File: src/swt_pkg.sv
// Shared types and constants for the shell word tokenizer.
// Used by swt_cfg and shell_word_tokenizer_unit; depends on nothing.
package swt_pkg;

  // Input beat: mode 1 marks end of command
  typedef struct packed {
    logic       mode;
    logic [7:0] ch;
  } swt_in_t;

  // Result beat
  typedef struct packed {
    logic [7:0] out_char;
    logic       char_valid;
    logic       token_end;
    logic       done_res;
    logic [2:0] error_code;
    logic       last;
  } swt_out_t;

  // Escape lookup result
  typedef struct packed {
    logic       ok;
    logic [7:0] ch;
  } swt_esc_t;

  // Configuration register indexes
  localparam logic [2:0] REG_HOME_LEN = 3'd0;
  localparam logic [2:0] REG_HOME0    = 3'd1;
  localparam logic [2:0] REG_HOME3    = 3'd4;

  // Error codes
  localparam logic [2:0] ERR_NONE     = 3'd0;
  localparam logic [2:0] ERR_BAD_ESC  = 3'd1;
  localparam logic [2:0] ERR_SPLICE   = 3'd2;
  localparam logic [2:0] ERR_UNCLOSED = 3'd3;
  localparam logic [2:0] ERR_DANGLING = 3'd4;

  // Characters
  localparam logic [7:0] CH_BSLASH = 8'h5C;
  localparam logic [7:0] CH_SPACE  = 8'h20;
  localparam logic [7:0] CH_TILDE  = 8'h7E;
  localparam logic [7:0] CH_DQUOTE = 8'h22;
  localparam logic [7:0] CH_NL     = 8'h0A;
  localparam logic [7:0] CH_CR     = 8'h0D;
  localparam logic [7:0] CH_TAB    = 8'h09;
  localparam logic [7:0] CH_LOW_N  = 8'h6E;
  localparam logic [7:0] CH_LOW_R  = 8'h72;
  localparam logic [7:0] CH_LOW_T  = 8'h74;

  // Map the character after a backslash (backslash itself handled apart)
  function automatic swt_esc_t esc_map(input logic [7:0] c);
    swt_esc_t r;
    r.ok = 1'b1;
    r.ch = c;
    unique case (c)
      CH_SPACE, CH_TILDE, CH_DQUOTE: r.ch = c;
      CH_LOW_N: r.ch = CH_NL;
      CH_LOW_R: r.ch = CH_CR;
      CH_LOW_T: r.ch = CH_TAB;
      default: begin
        r.ok = 1'b0;
        r.ch = 8'h00;
      end
    endcase
    return r;
  endfunction

endpackage

File: src/swt_cfg.sv
// Configuration registers: home path length and home path characters.
// Depends on swt_pkg. Gives the clamped length and one home byte by index.
module swt_cfg
  import swt_pkg::*;
#(
  parameter int HOME_MAX = 32,
  parameter int LW       = $clog2(HOME_MAX + 1),
  parameter int IW       = (HOME_MAX > 1) ? $clog2(HOME_MAX) : 1
) (
  input  logic          clk,
  input  logic          rst_n,
  input  logic          cfg_we,
  input  logic [2:0]    cfg_index,
  input  logic [63:0]   cfg_wdata,
  input  logic [IW-1:0] rd_idx,
  output logic [LW-1:0] home_len_eff,
  output logic [7:0]    home_byte
);

  logic [5:0] home_len_r;
  logic [7:0] home_r [HOME_MAX];

  // Register writes; only the first HOME_MAX characters are kept
  always_ff @(posedge clk) begin
    if (!rst_n) begin
      home_len_r <= 6'd0;
      for (int j = 0; j < HOME_MAX; j++) begin
        home_r[j] <= 8'h00;
      end
    end else if (cfg_we) begin
      if (cfg_index == REG_HOME_LEN) begin
        home_len_r <= cfg_wdata[5:0];
      end
      for (int j = 0; j < HOME_MAX; j++) begin
        if (cfg_index == REG_HOME0 + 3'(j >> 3) && cfg_index <= REG_HOME3) begin
          home_r[j] <= cfg_wdata[8*(j & 7) +: 8];
        end
      end
    end
  end

  // Lengths above HOME_MAX act as HOME_MAX
  assign home_len_eff = (home_len_r > 6'(HOME_MAX)) ? LW'(HOME_MAX) : LW'(home_len_r);
  assign home_byte    = home_r[rd_idx];

endmodule

File: src/shell_word_tokenizer_unit.sv
// Shell word tokenizer: one character per beat in, token characters out.
// Depends on swt_pkg and swt_cfg.
//
// Usage:
//   Input channel (in_valid / in_stall / in_data) carries one character or an
//   end-of-command marker per beat. Result channel (out_valid / out_stall /
//   out_data) carries token characters, token-end marks and error codes; the
//   last result of each input beat has last set.
//   Configuration (cfg_we / cfg_index / cfg_wdata) holds the home length and
//   home characters; write it only while the block is idle.
//   A beat lands in the input register at acceptance, and its first result is
//   loaded into the output register once that register is free.
//   Throughput: one input beat per cycle while out_stall is low. An unquoted
//   tilde at a token start emits the home string one result per cycle (out_stall
//   low) and holds the input register till done; other beats give one result.
//   Reset clears the parser state, the configuration and the valid flags of both registers.
//   When the receiver stalls, the output register holds its result, the
//   input register fills and in_stall rises; no beat is lost.
module shell_word_tokenizer_unit
  import swt_pkg::*;
#(
  parameter int HOME_MAX = 32
) (
  input  logic     clk,
  input  logic     rst_n,
  input  logic     in_valid,
  output logic     in_stall,
  input  swt_in_t  in_data,
  output logic     out_valid,
  input  logic     out_stall,
  output swt_out_t out_data,
  input  logic     cfg_we,
  input  logic [2:0]  cfg_index,
  input  logic [63:0] cfg_wdata
);

  localparam int LW = $clog2(HOME_MAX + 1);
  localparam int IW = (HOME_MAX > 1) ? $clog2(HOME_MAX) : 1;

  // Input register, output register, expansion counter
  logic          inp_valid_r;
  swt_in_t       inp_r;
  logic          out_valid_r;
  swt_out_t      out_r;
  logic [LW-1:0] idx_r;

  // Parser state
  logic       in_quote_r,  in_quote_nxt;
  logic       esc_r,       esc_nxt;
  logic       tok_r,       tok_nxt;
  logic       qjc_r,       qjc_nxt;
  logic [2:0] sticky_r,    sticky_nxt;

  logic [LW-1:0] home_len_eff;
  logic [7:0]    home_byte;

  swt_cfg #(
    .HOME_MAX(HOME_MAX),
    .LW      (LW),
    .IW      (IW)
  ) u_cfg (
    .clk         (clk),
    .rst_n       (rst_n),
    .cfg_we      (cfg_we),
    .cfg_index   (cfg_index),
    .cfg_wdata   (cfg_wdata),
    .rd_idx      (idx_r[IW-1:0]),
    .home_len_eff(home_len_eff),
    .home_byte   (home_byte)
  );

  // Result for the item in the input register
  swt_out_t res;
  swt_esc_t esc_res;
  logic     expand;
  logic [2:0] err_new;

  always_comb begin
    res          = '0;
    expand       = 1'b0;
    err_new      = sticky_r;
    in_quote_nxt = in_quote_r;
    esc_nxt      = esc_r;
    tok_nxt      = tok_r;
    qjc_nxt      = qjc_r;
    esc_res      = esc_map(inp_r.ch);

    if (inp_r.mode) begin
      // End of command: report open quote or escape, close token, clear
      res.done_res = 1'b1;
      if (sticky_r == ERR_NONE) begin
        priority if (in_quote_r) err_new = ERR_UNCLOSED;
        else if (esc_r)           err_new = ERR_DANGLING;
        else if (tok_r)           res.token_end = 1'b1;
      end
      in_quote_nxt = 1'b0;
      esc_nxt      = 1'b0;
      tok_nxt      = 1'b0;
      qjc_nxt      = 1'b0;
    end else begin
      qjc_nxt = 1'b0;
      priority if (sticky_r != ERR_NONE) begin
        // sticky error: quiet result
      end else if (qjc_r && inp_r.ch == CH_DQUOTE) begin
        err_new = ERR_SPLICE;
      end else if (inp_r.ch == CH_BSLASH) begin
        if (!esc_r) begin
          esc_nxt = 1'b1;
        end else begin
          esc_nxt        = 1'b0;
          tok_nxt        = 1'b1;
          res.out_char   = CH_BSLASH;
          res.char_valid = 1'b1;
        end
      end else if (esc_r) begin
        if (esc_res.ok) begin
          esc_nxt        = 1'b0;
          tok_nxt        = 1'b1;
          res.out_char   = esc_res.ch;
          res.char_valid = 1'b1;
        end else begin
          err_new = ERR_BAD_ESC;
        end
      end else if (inp_r.ch == CH_TILDE && !in_quote_r && !tok_r) begin
        // Home expansion, one character per cycle while the output is not stalled
        if (home_len_eff != '0) begin
          expand         = 1'b1;
          tok_nxt        = 1'b1;
          res.out_char   = home_byte;
          res.char_valid = 1'b1;
        end
      end else if (inp_r.ch == CH_SPACE) begin
        if (in_quote_r) begin
          tok_nxt        = 1'b1;
          res.out_char   = CH_SPACE;
          res.char_valid = 1'b1;
        end else if (tok_r) begin
          tok_nxt       = 1'b0;
          res.token_end = 1'b1;
        end
      end else if (inp_r.ch == CH_DQUOTE) begin
        in_quote_nxt = !in_quote_r;
        qjc_nxt      = in_quote_r;
      end else begin
        tok_nxt        = 1'b1;
        res.out_char   = inp_r.ch;
        res.char_valid = 1'b1;
      end
    end

    res.error_code = err_new;
    res.last       = !expand || (idx_r + LW'(1) == home_len_eff);
    sticky_nxt     = inp_r.mode ? ERR_NONE : err_new;
  end

  // Handshake
  logic out_free, emit, advance, in_take;
  assign out_free = !out_valid_r || !out_stall;
  assign emit     = inp_valid_r && out_free;
  assign advance  = emit && res.last;
  assign in_stall = inp_valid_r && !advance;
  assign in_take  = in_valid && !in_stall;

  // Control and parser state
  always_ff @(posedge clk) begin
    if (!rst_n) begin
      inp_valid_r <= 1'b0;
      out_valid_r <= 1'b0;
      idx_r       <= '0;
      in_quote_r  <= 1'b0;
      esc_r       <= 1'b0;
      tok_r       <= 1'b0;
      qjc_r       <= 1'b0;
      sticky_r    <= ERR_NONE;
    end else begin
      if (in_take) begin
        inp_valid_r <= 1'b1;
      end else if (advance) begin
        inp_valid_r <= 1'b0;
      end

      if (emit) begin
        out_valid_r <= 1'b1;
      end else if (!out_stall) begin
        out_valid_r <= 1'b0;
      end

      if (advance) begin
        idx_r      <= '0;
        in_quote_r <= in_quote_nxt;
        esc_r      <= esc_nxt;
        tok_r      <= tok_nxt;
        qjc_r      <= qjc_nxt;
        sticky_r   <= sticky_nxt;
      end else if (emit) begin
        idx_r <= idx_r + LW'(1);
      end
    end
  end

  // Payload registers
  always_ff @(posedge clk) begin
    if (in_take) begin
      inp_r <= in_data;
    end
    if (emit) begin
      out_r <= res;
    end
  end

  assign out_valid = out_valid_r;
  assign out_data  = out_r;

endmodule
File: config.mk
export PLATFORM = sky130hd
export DESIGN_NAME = shell_word_tokenizer_unit
export DESIGN_NICKNAME = d
export VERILOG_FILES = /design/src/swt_pkg.sv /design/src/swt_cfg.sv /design/src/shell_word_tokenizer_unit.sv
export SDC_FILE = /design/constraint.sdc
export NUM_CORES = 1
export LEC_CHECK = 0
export BUFFER_PORTS_ARGS = -buffer_cell sky130_fd_sc_hd__buf_2
export CAP_MARGIN = 20
export CELL_PAD_IN_SITES_DETAIL_PLACEMENT = 0
export CELL_PAD_IN_SITES_GLOBAL_PLACEMENT = 1
export CORE_MARGIN = 3
export CORE_UTILIZATION = 50
export DETAILED_ROUTE_END_ITERATION = 7
export GPL_TIMING_DRIVEN = 0
export PLACE_DENSITY = 0.84
export RECOVER_POWER = 25
export SETUP_SLACK_MARGIN = 0.05
export SLEW_MARGIN = 10
export SYNTH_ARGS = -nofsm -noshare
export SYNTH_HDL_FRONTEND = slang
export SYNTH_SLANG_ARGS = --single-unit
export TNS_END_PERCENT = 1
File: constraint.sdc
create_clock -name clk -period 17.21 [get_ports clk]
set_input_delay 2.5815 -clock clk [delete_from_list [all_inputs] [get_ports clk]]
set_output_delay 2.5815 -clock clk [all_outputs]
set_load 0.02 [all_outputs]
# Word-level counts from Yosys, hierarchy flattened

Memories as Yosys holds them, arrays and structs flattened. A register that Yosys moved wholly into a read port is not among the register bits.
Index checks and enable logic that the tools add are counted.

Add/sub/neg operators: 1
$lt $le $gt $ge: 2
Equal/unequal tests: 23
Mux-type cells: 132
Bitwise logic cells: 33
Reductions and logical operators: 34

Operators with widths:

| operator            | number |
|---|---|
| $mux 8              | 33 |
| $mux 1              | 77 |
| $mux 9              | 7 |
| $eq 8x7->1 const B  | 5 |
| $or 1x1->1          | 32 |
| $pmux 8 s4          | 1 |
| $mux 3              | 10 |
| $eq 8x6->1 const B  | 2 |
| $ne 2x2->1 const B  | 6 |
| $logic_and 1x1->1   | 11 |
| $mux 5              | 2 |
| $reduce_and 8->1    | 1 |
| $logic_not 1->1     | 7 |
| $mux 7              | 1 |
| $reduce_and 7->1    | 1 |
| $add 6x1->6 const B | 1 |
| $eq 3x2->1 const B  | 2 |
| $eq 6x6->1          | 1 |
| $gt 6x6->1 const B  | 1 |
| $logic_not 3->1     | 2 |
| $mux 6              | 1 |
| $reduce_bool 6->1   | 1 |
| $reduce_or 3->1     | 2 |
| $reduce_or 6->1     | 1 |
| other kinds (15)    | 17 |

Register bits: 45
RAM bits: 256
Output and inout port bits: 17
Word-level logic and storage cells: 243
Memories kept: 1

Memories:

| name         | depth | bits a word | read ports | clocked after memory_dff | write ports | line          | RTL |
|---|---|---|---|---|---|---|---|
| u_cfg.home_r | 32    | 8           | 1          | 1                        | 32          | swt_cfg.sv:21 | `logic [7:0] home_r [HOME_MAX];` |

# Depth between registers and ports, before layout

Gate-level depths: netlist of run 1.

Depth in word-level cells: 18
Gate-level depth with buffers: 8
Depth with buffers taken out: 7

# Cells and area by module

A second synthesis of run 1 with hierarchy kept.

Cell total of the unflattened synthesis: 906
Area, all modules: 13,240.2 µm²

By module, submodules not included:

| module                    | times used | cells an instance | area an instance (µm²) | seq. area each (µm²) |
|---|---|---|---|---|
| swt_cfg                   | 1          | 692               | 11,124.4               | 7,807.5 |
| shell_word_tokenizer_unit | 1          | 214               | 2,115.8                | 1,021.0 |

# Worst setup path before layout of run 1

No wires, ideal clock.

Kind: input-to-reg
Start point: input port cfg_we
End point: memory u_cfg.home_r[24][0], enable pin
Setup time: 0.582 ns
Arrival: 7.354 ns
Required time: 16.628 ns
Slack: 9.274 ns
Cell stages on the path: 2
Cells stage by stage: nand2_1 -> o31ai_1

RTL lines:

| item        | line                            | RTL |
|---|---|---|
| from (decl) | shell_word_tokenizer_unit.sv:32 | `input logic cfg_we,` |
| to (decl)   | swt_cfg.sv:21                   |  |

# Final worst setup path of run 1

Start point: input port out_stall
End point: output port in_stall

Longest elaborated chain between the ends: 6

Ends and longest elaborated chain:

| item              | line                             | RTL |
|---|---|---|
| from (decl)       | shell_word_tokenizer_unit.sv:30  | `input logic out_stall,` |
| $logic_not 1->1   | -                                |  |
| $logic_or 1x1->1  | shell_word_tokenizer_unit.sv:158 | `assign out_free = !out_valid_r \|\| !out_stall;` |
| $logic_and 1x1->1 | shell_word_tokenizer_unit.sv:159 | `assign emit = inp_valid_r && out_free;` |
| $logic_and 1x1->1 | shell_word_tokenizer_unit.sv:160 | `assign advance = emit && res.last;` |
| $logic_not 1->1   | shell_word_tokenizer_unit.sv:161 | `assign in_stall = inp_valid_r && !advance;` |
| $logic_and 1x1->1 | shell_word_tokenizer_unit.sv:161 |  |
| to (decl)         | shell_word_tokenizer_unit.sv:27  | `output logic in_stall,` |

No other way between the ends.

==> results of run 1 <==
-- worst max-delay path: stages --
cell and delay (ns):
buf_2 0.10, nand2_1 0.06, nand2_1 0.16, a2111o_1 0.42, and3_1 0.25, buf_2 0.17
-- power by group --
group          switching (mW)  internal, mW
Clock                   0.273         0.371
Combinational          0.0824        0.0581
Sequential             0.0161         0.868
-- sequential cells by signal, indices dropped and copies added (netlist names), named ones only --
name              flops
tok_r                 1
esc_r                 1
qjc_r                 1
sticky_r              3
in_quote_r            1
out_valid             1
out_data             15
u_cfg.home_len_r      6
inp_valid_r           1
inp_r                 9
u_cfg.home_r        256
idx_r                 6
-- area by class of cell --
cell class / instances / area [um^2]
fill: 2099 / 10800
sequential: 306 / 8930
multi-input combinational: 504 / 3960
clock buffer: 36 / 795
timing repair buffer: 104 / 572
tap: 335 / 419
inverter: 72 / 270
buffer: 52 / 211
clock inverter: 16 / 158
-- placed cells by master, fill, tap and decap left out, drive strengths merged, types with 3 or more instances in the layout --
cell	Yosys	final
a21oi	15	15
and3	3	3
or3	4	4
and2	4	4
inv	69	69
nand3	9	9
nor4	5	5
o211ai	5	5
buf	23	110
xor2	5	5
o21a	3	3
nand2	91	91
a31oi	9	9
bufinv	0	3
nand3b	3	3
nor2	172	172
clkinv	3	14
clkbuf	29	82
mux2i	14	14
mux4	76	76
nand2b	6	6
nor2b	7	7
nor4b	5	5
a21o	3	3
a211oi	7	7
xnor2	4	4
or2	3	3
dfxtp	26	26
nor3	6	6
o21ai	8	8
edfxtp	280	280
-- per-stage QoR --
stage	setup WS, ns	power [mW]	utilization (%)
after floorplan	9.27	0.985	-
after global placement	6.36	1.04	54.6
after detailed placement	10.93	1.04	55.1
after CTS	10.92	1.68	58.8
after global routing	10.82	1.72	58.6
final	10.89	1.67	58.6
-- final timing paths --
path | startpoint | end | slack, ns | depth (start not counted)
setup / recovery | out_stall | in_stall | 10.89 | 6
hold / removal | inp_valid_r | out_valid | 0.50 | 2
setup reg to reg | flip-flop | out_data[11] | 12.78 | 7
hold reg to reg | inp_valid_r | out_valid | 0.50 | 2
-- cell usage after synthesis, types with 3 or more instances --
cell type  number
and2_1          3
nor2_1        172
edfxtp_1      280
nand3b_1        3
buf_2           6
a211oi_1        7
nor4_1          5
o21a_1          3
or3_1           4
inv_1          69
nor2b_1         7
buf_4           5
nand2b_1        6
mux4_2         76
clkinv_1        3
dfxtp_1        26
o21ai_0         8
nand2_1        91
a21oi_1        15
xnor2_1         4
clkbuf_1       29
nor3_1          6
xor2_1          5
mux2i_1        14
nand3_1         7
nor4b_1         4
o211ai_1        5
a21o_1          3
a31oi_1         9
buf_1          12
or2_2           3
-- per-layer routing --
| layer | vias to the layer above | track usage [%] | part of all wire, % |
|---|---|---|---|
| met5 | - | 0 | 0 |
| met4 | 0 | 5.65 | 2.2 |
| met3 | 49 | 3.91 | 8.6 |
| met2 | 417 | 39.8 | 49 |
| met1 | 4236 | 32.8 | 40 |
| li1 | 3728 | - | - |
-- cell families after synthesis --
logic type / count (synthesis) / share of synthesized area (%)
buffers and inverters: 124 / 3.68
and+or+nand+nor: 329 / 10.8
adders and majority gates: 1 / 0.0937
muxes: 90 / 13.9
DFF: 306 / 66.8
AOI/OAI and AO/OA: 73 / 3.80
xor gates and xnor gates: 11 / 0.927
==> results.toml, run 1 <==
[yosys]
synth.distinct_cells = 65
avgSynthCellArea_um2 = 14.3
ys_async_sr_fraction_pct = 0
synth_top_cell_area_share_pct = 63.0
synth_cells = 934
yosysTopAreaCell = "edfxtp_1"
seq_area_frac_synth_pct = 66.8
synth_flop_cell = "edfxtp_1"
synth_area_leaders = "edfxtp_1 (63%), mux4_2 (13%), nor2_1 (4.8%)"
synthesis.area_um2 = 13400
synth-edff-count = 280
syn_nets = 1016
yosysWarnings = 0
synth_seq_cells = 306

[floorplan]
fp.dieH_um = 169
rows = 59
dieArea_um2 = 28700
pin_count = 98
start_util_pct = 51.1
fp.coreArea_um2 = 26100
die_w_um = 169

[setup_path]
worstSetupPathType = "in -> out"
worstPathRequired_ns = 14.63
critPathLaunchType = "input port"
critPathMaxFanout = 6
arrival_ns = 3.74
cp-end-kind = "output pin"

[clock_tree]
cts_buffers = 31
htree_levels = 1
hold_buffers = 0
postCtsSetupBuffers = 0
cts_tree = "yes"
cts_buffer_depth = 3
cts_num_sinks = 306
clockRootBuffer = "clkbuf_16"
clock_latency_ns = 0.56
clk_pin_slew_ns = 0.06
cts_resized = 0

[cells_and_area]
final_nets = 1153
antenna_cells = 0
syn2layout_area_growth_pct = 14.7
instances_no_fill = 1425
drive_above_1_share_pct = 21.0
stdcell_area_um2 = 15300

[detailed_routing]
drc_errors = 0
drt_iter0_drc = 1202
wl_um = 33700
routed_via_density = 5.92
dr_total_vias = 8430
drtPass1Iterations = 8
antenna_left = 0
drt-wirelength-per-cell_um = 23.6

[placement]
dp_cells = 1373
dp_hpwl_um = 22700
place_congestion = 0.870
port_buffers = 96
placed_area_um2 = 14400

[grt]
grt_max_degree = 65
grt_usage_pct = 23.7
grt-ovfl-total = 0
grt_pass1_wl_um = 50800
grt_pass1_vias = 8372
antenna_found_initial = 0

[timing]
whs_ns = 0.500
final.setup_skew_ns = 0.0138
grt_setup_unrepaired = "false"
fin_crit_sh_pct = 36.7
worst_slew_pin_slew_ns = 1.16
min_period_ns = 6.32
finalHoldViolCount = 0
setup_viol = 0
finalMaxSlewViolations = 0
fin_setup_tns_ns = 0
slew_headroom_pct = 21.3
fmax_ghz = 0.158

[job]
maxCapViolCount = 0

[pwr]
p_leak_nw = 5.56
vdd_ir_drop_max_v = 0.0000889
power.density_nw_per_um2 = 109

[worst_hold_path]
hp-class = "reg -> reg"

[status]
status = "finished clean"
Power figures use the tool's default switching activity.
==> run 2: changes to the inputs <==
--- a/config.mk
+++ b/config.mk
@@ -10,10 +10,10 @@
 export CELL_PAD_IN_SITES_DETAIL_PLACEMENT = 0
 export CELL_PAD_IN_SITES_GLOBAL_PLACEMENT = 1
 export CORE_MARGIN = 3
-export CORE_UTILIZATION = 50
+export CORE_UTILIZATION = 45
 export DETAILED_ROUTE_END_ITERATION = 7
 export GPL_TIMING_DRIVEN = 0
-export PLACE_DENSITY = 0.84
+export PLACE_DENSITY = 0.8
 export RECOVER_POWER = 25
 export SETUP_SLACK_MARGIN = 0.05
 export SLEW_MARGIN = 10
==> constraint.sdc (replaced) <==
create_clock -name clk -period 5.34 [get_ports clk]
set_input_delay 0.801 -clock clk [delete_from_list [all_inputs] [get_ports clk]]
set_output_delay 0.801 -clock clk [all_outputs]
set_load 0.02 [all_outputs]
==> run 2 against run 1 <==
The flow now finishes with violations (design-rule violations). Cell count up 3.9%. First-iteration DRC count down 24%. Flip-flop and latch count unchanged. Critical path depth unchanged. Via count down 0.24%. Largest power group unchanged. Register-to-register slack worse by 11 ns. Clock power rose to 3.4 times the previous value. Cell area up 0.85%.
==> results.toml, run 2 (same netlist as run 1, synthesis figures left out) <==
[pwr]
p_total_mw = 5.46
sw_frac_of_total_pct = 22.7
vdd_ir_drop_max_v = 0.000234
clkPwrFrac_pct = 39.6
p_leak_nw = 5.59
netSwitchingPower_mw = 1.24
p_seq_share_pct = 52.1
power.density_nw_per_um2 = 354
p_int_mw = 4.22
combPwrFrac_pct = 8.3

[grt]
grt_max_degree = 57
grt_pass1_vias = 8473
grt-ovfl-total = 0
antenna_found_initial = 0
grt_pass1_wl_um = 50600
grt_usage_pct = 21.8

[floorplan]
dieArea_um2 = 31800
rows = 62
start_util_pct = 46.0
fp.dieH_um = 178
pin_count = 98
die_w_um = 178
fp.coreArea_um2 = 29000

[clock_tree]
hold_buffers = 0
postCtsSetupBuffers = 0
clk_pin_slew_ns = 0.06
htree_levels = 2
cts_num_sinks = 306
cts_resized = 0
clockRootBuffer = "clkbuf_16"
cts_buffers = 34
clock_latency_ns = 0.52
cts_buffer_depth = 3
cts_tree = "yes"

[cells_and_area]
multi_input_area_um2 = 3950
register_area_um2 = 8930
syn2layout_area_growth_pct = 15.6
stdcell_area_um2 = 15400
nFillCells = 2447
final_nets = 1156
final_cell_mix = "edfxtp_1 (280), nor2_1 (172), nand2_1 (88), buf_2 (84), mux4_2 (76)"
largest_reg_flops = 256
antenna_cells = 0
largest-register = "u_cfg.home_r"
drive_above_1_share_pct = 20.6
final_common_cell = "edfxtp_1"

[setup_path]
critical-path-top-delay-family = "simple AND/OR/NAND/NOR gates"
path_buf_inv = 1
cp_cell_sequence = "nor4b_1 -> a31oi_1 -> and2b_1 -> a21o_1 -> and3_4 -> buf_2"
max_stage_delay_ns = 0.98
worstSetupPathType = "reg -> out"
critPathMaxFanout = 9
crit_slowest_cell = "nor4b_1"
arrival_ns = 3.46
worstPathRequired_ns = 4.54
critPathLaunchType = "flip-flop"
cp-end-kind = "output pin"

[placement]
post-place-ws_ns = 1.68
place_congestion = 0.851
port_buffers = 96
placed_area_um2 = 14500
dp_hpwl_um = 23200

[timing]
fin_crit_sh_pct = 79.8
final.setup_skew_ns = 0.0177
worst_slew_pin_slew_ns = 1.34
finalMaxSlewViolations = 0
fmax_ghz = 0.235
grt_setup_unrepaired = "false"
fin_setup_tns_ns = 0
fin_ws_ns = 1.08
slew_headroom_pct = 10.7
setup_viol = 0
whs_ns = 0.474
min_period_ns = 4.26
finalHoldViolCount = 0

[detailed_routing]
dr_total_vias = 8410
drt_iter0_drc = 919
drtPass1Iterations = 8
drt-wirelength-per-cell_um = 23.0
wl_um = 34100
routed_via_density = 5.68
antenna_left = 0
drc_errors = 3

[status]
status = "finished, violations left"
violations = "design-rule violations"

[job]
maxCapViolCount = 0

[worst_hold_path]
hp-class = "in -> reg"
[run 2: changes by cell type in the layout (fill, tap and decap cells not counted), moves of 2 or more]
cell / delta
buf_4: +2
buf_2: -6
clkbuf_16: +3
clkbuf_1: +9
bufinv_16: -2
[run 2: path summary, 6_finish.rpt]
check | depth (start not counted) | endpoint | slack [ns] | startpoint
min | 1 | inp_r[8] | 0.47 | in_data[8]
max | 6 | in_stall | 1.08 | inp_r[4]
min reg2reg | 2 | qjc_r | 0.50 | qjc_r
max reg2reg | 6 | inp_r[2] | 1.50 | inp_r[4]
[run 2: layout make-up]
cell class | instances | area share (%)
flip-flops and latches | 306 | 57.8
multi-input cells | 504 | 25.6
clock buffers | 45 | 5.78
repair buffers | 104 | 3.74
well taps | 384 | 3.11
inverters | 72 | 1.75
plain buffers | 52 | 1.43
clock inverters | 14 | 0.786
[run 2: routing by layer]
metal	track usage (%)	vias to the layer above	wire length [um]
met5	0	-	0
met4	7.47	0	1090
met2	35.2	413	16300
met3	4.28	74	2910
met1	29.7	4182	13800
li1	-	3741	-
[run 2: metrics by stage]
stage / std cells / util (%)
2_1_floorplan: 934 / -
3_3_place_gp: 1414 / 49.4
3_5_place_dp: 1422 / 50.0
4_1_cts: 1481 / 53.5
5_1_grt: 1481 / 53.2
6_report: 1481 / 53.2
[run 2: power groups by stage]
stage | Clock (mW) | Combinational, mW | Sequential [mW]
floorplan | 0 | 0.285 | 2.89
global placement | 0 | 0.438 | 2.90
detailed placement | 0 | 0.462 | 2.90
CTS | 2.19 | 0.464 | 2.85
global route | 2.29 | 0.489 | 2.86
finish | 2.16 | 0.454 | 2.85
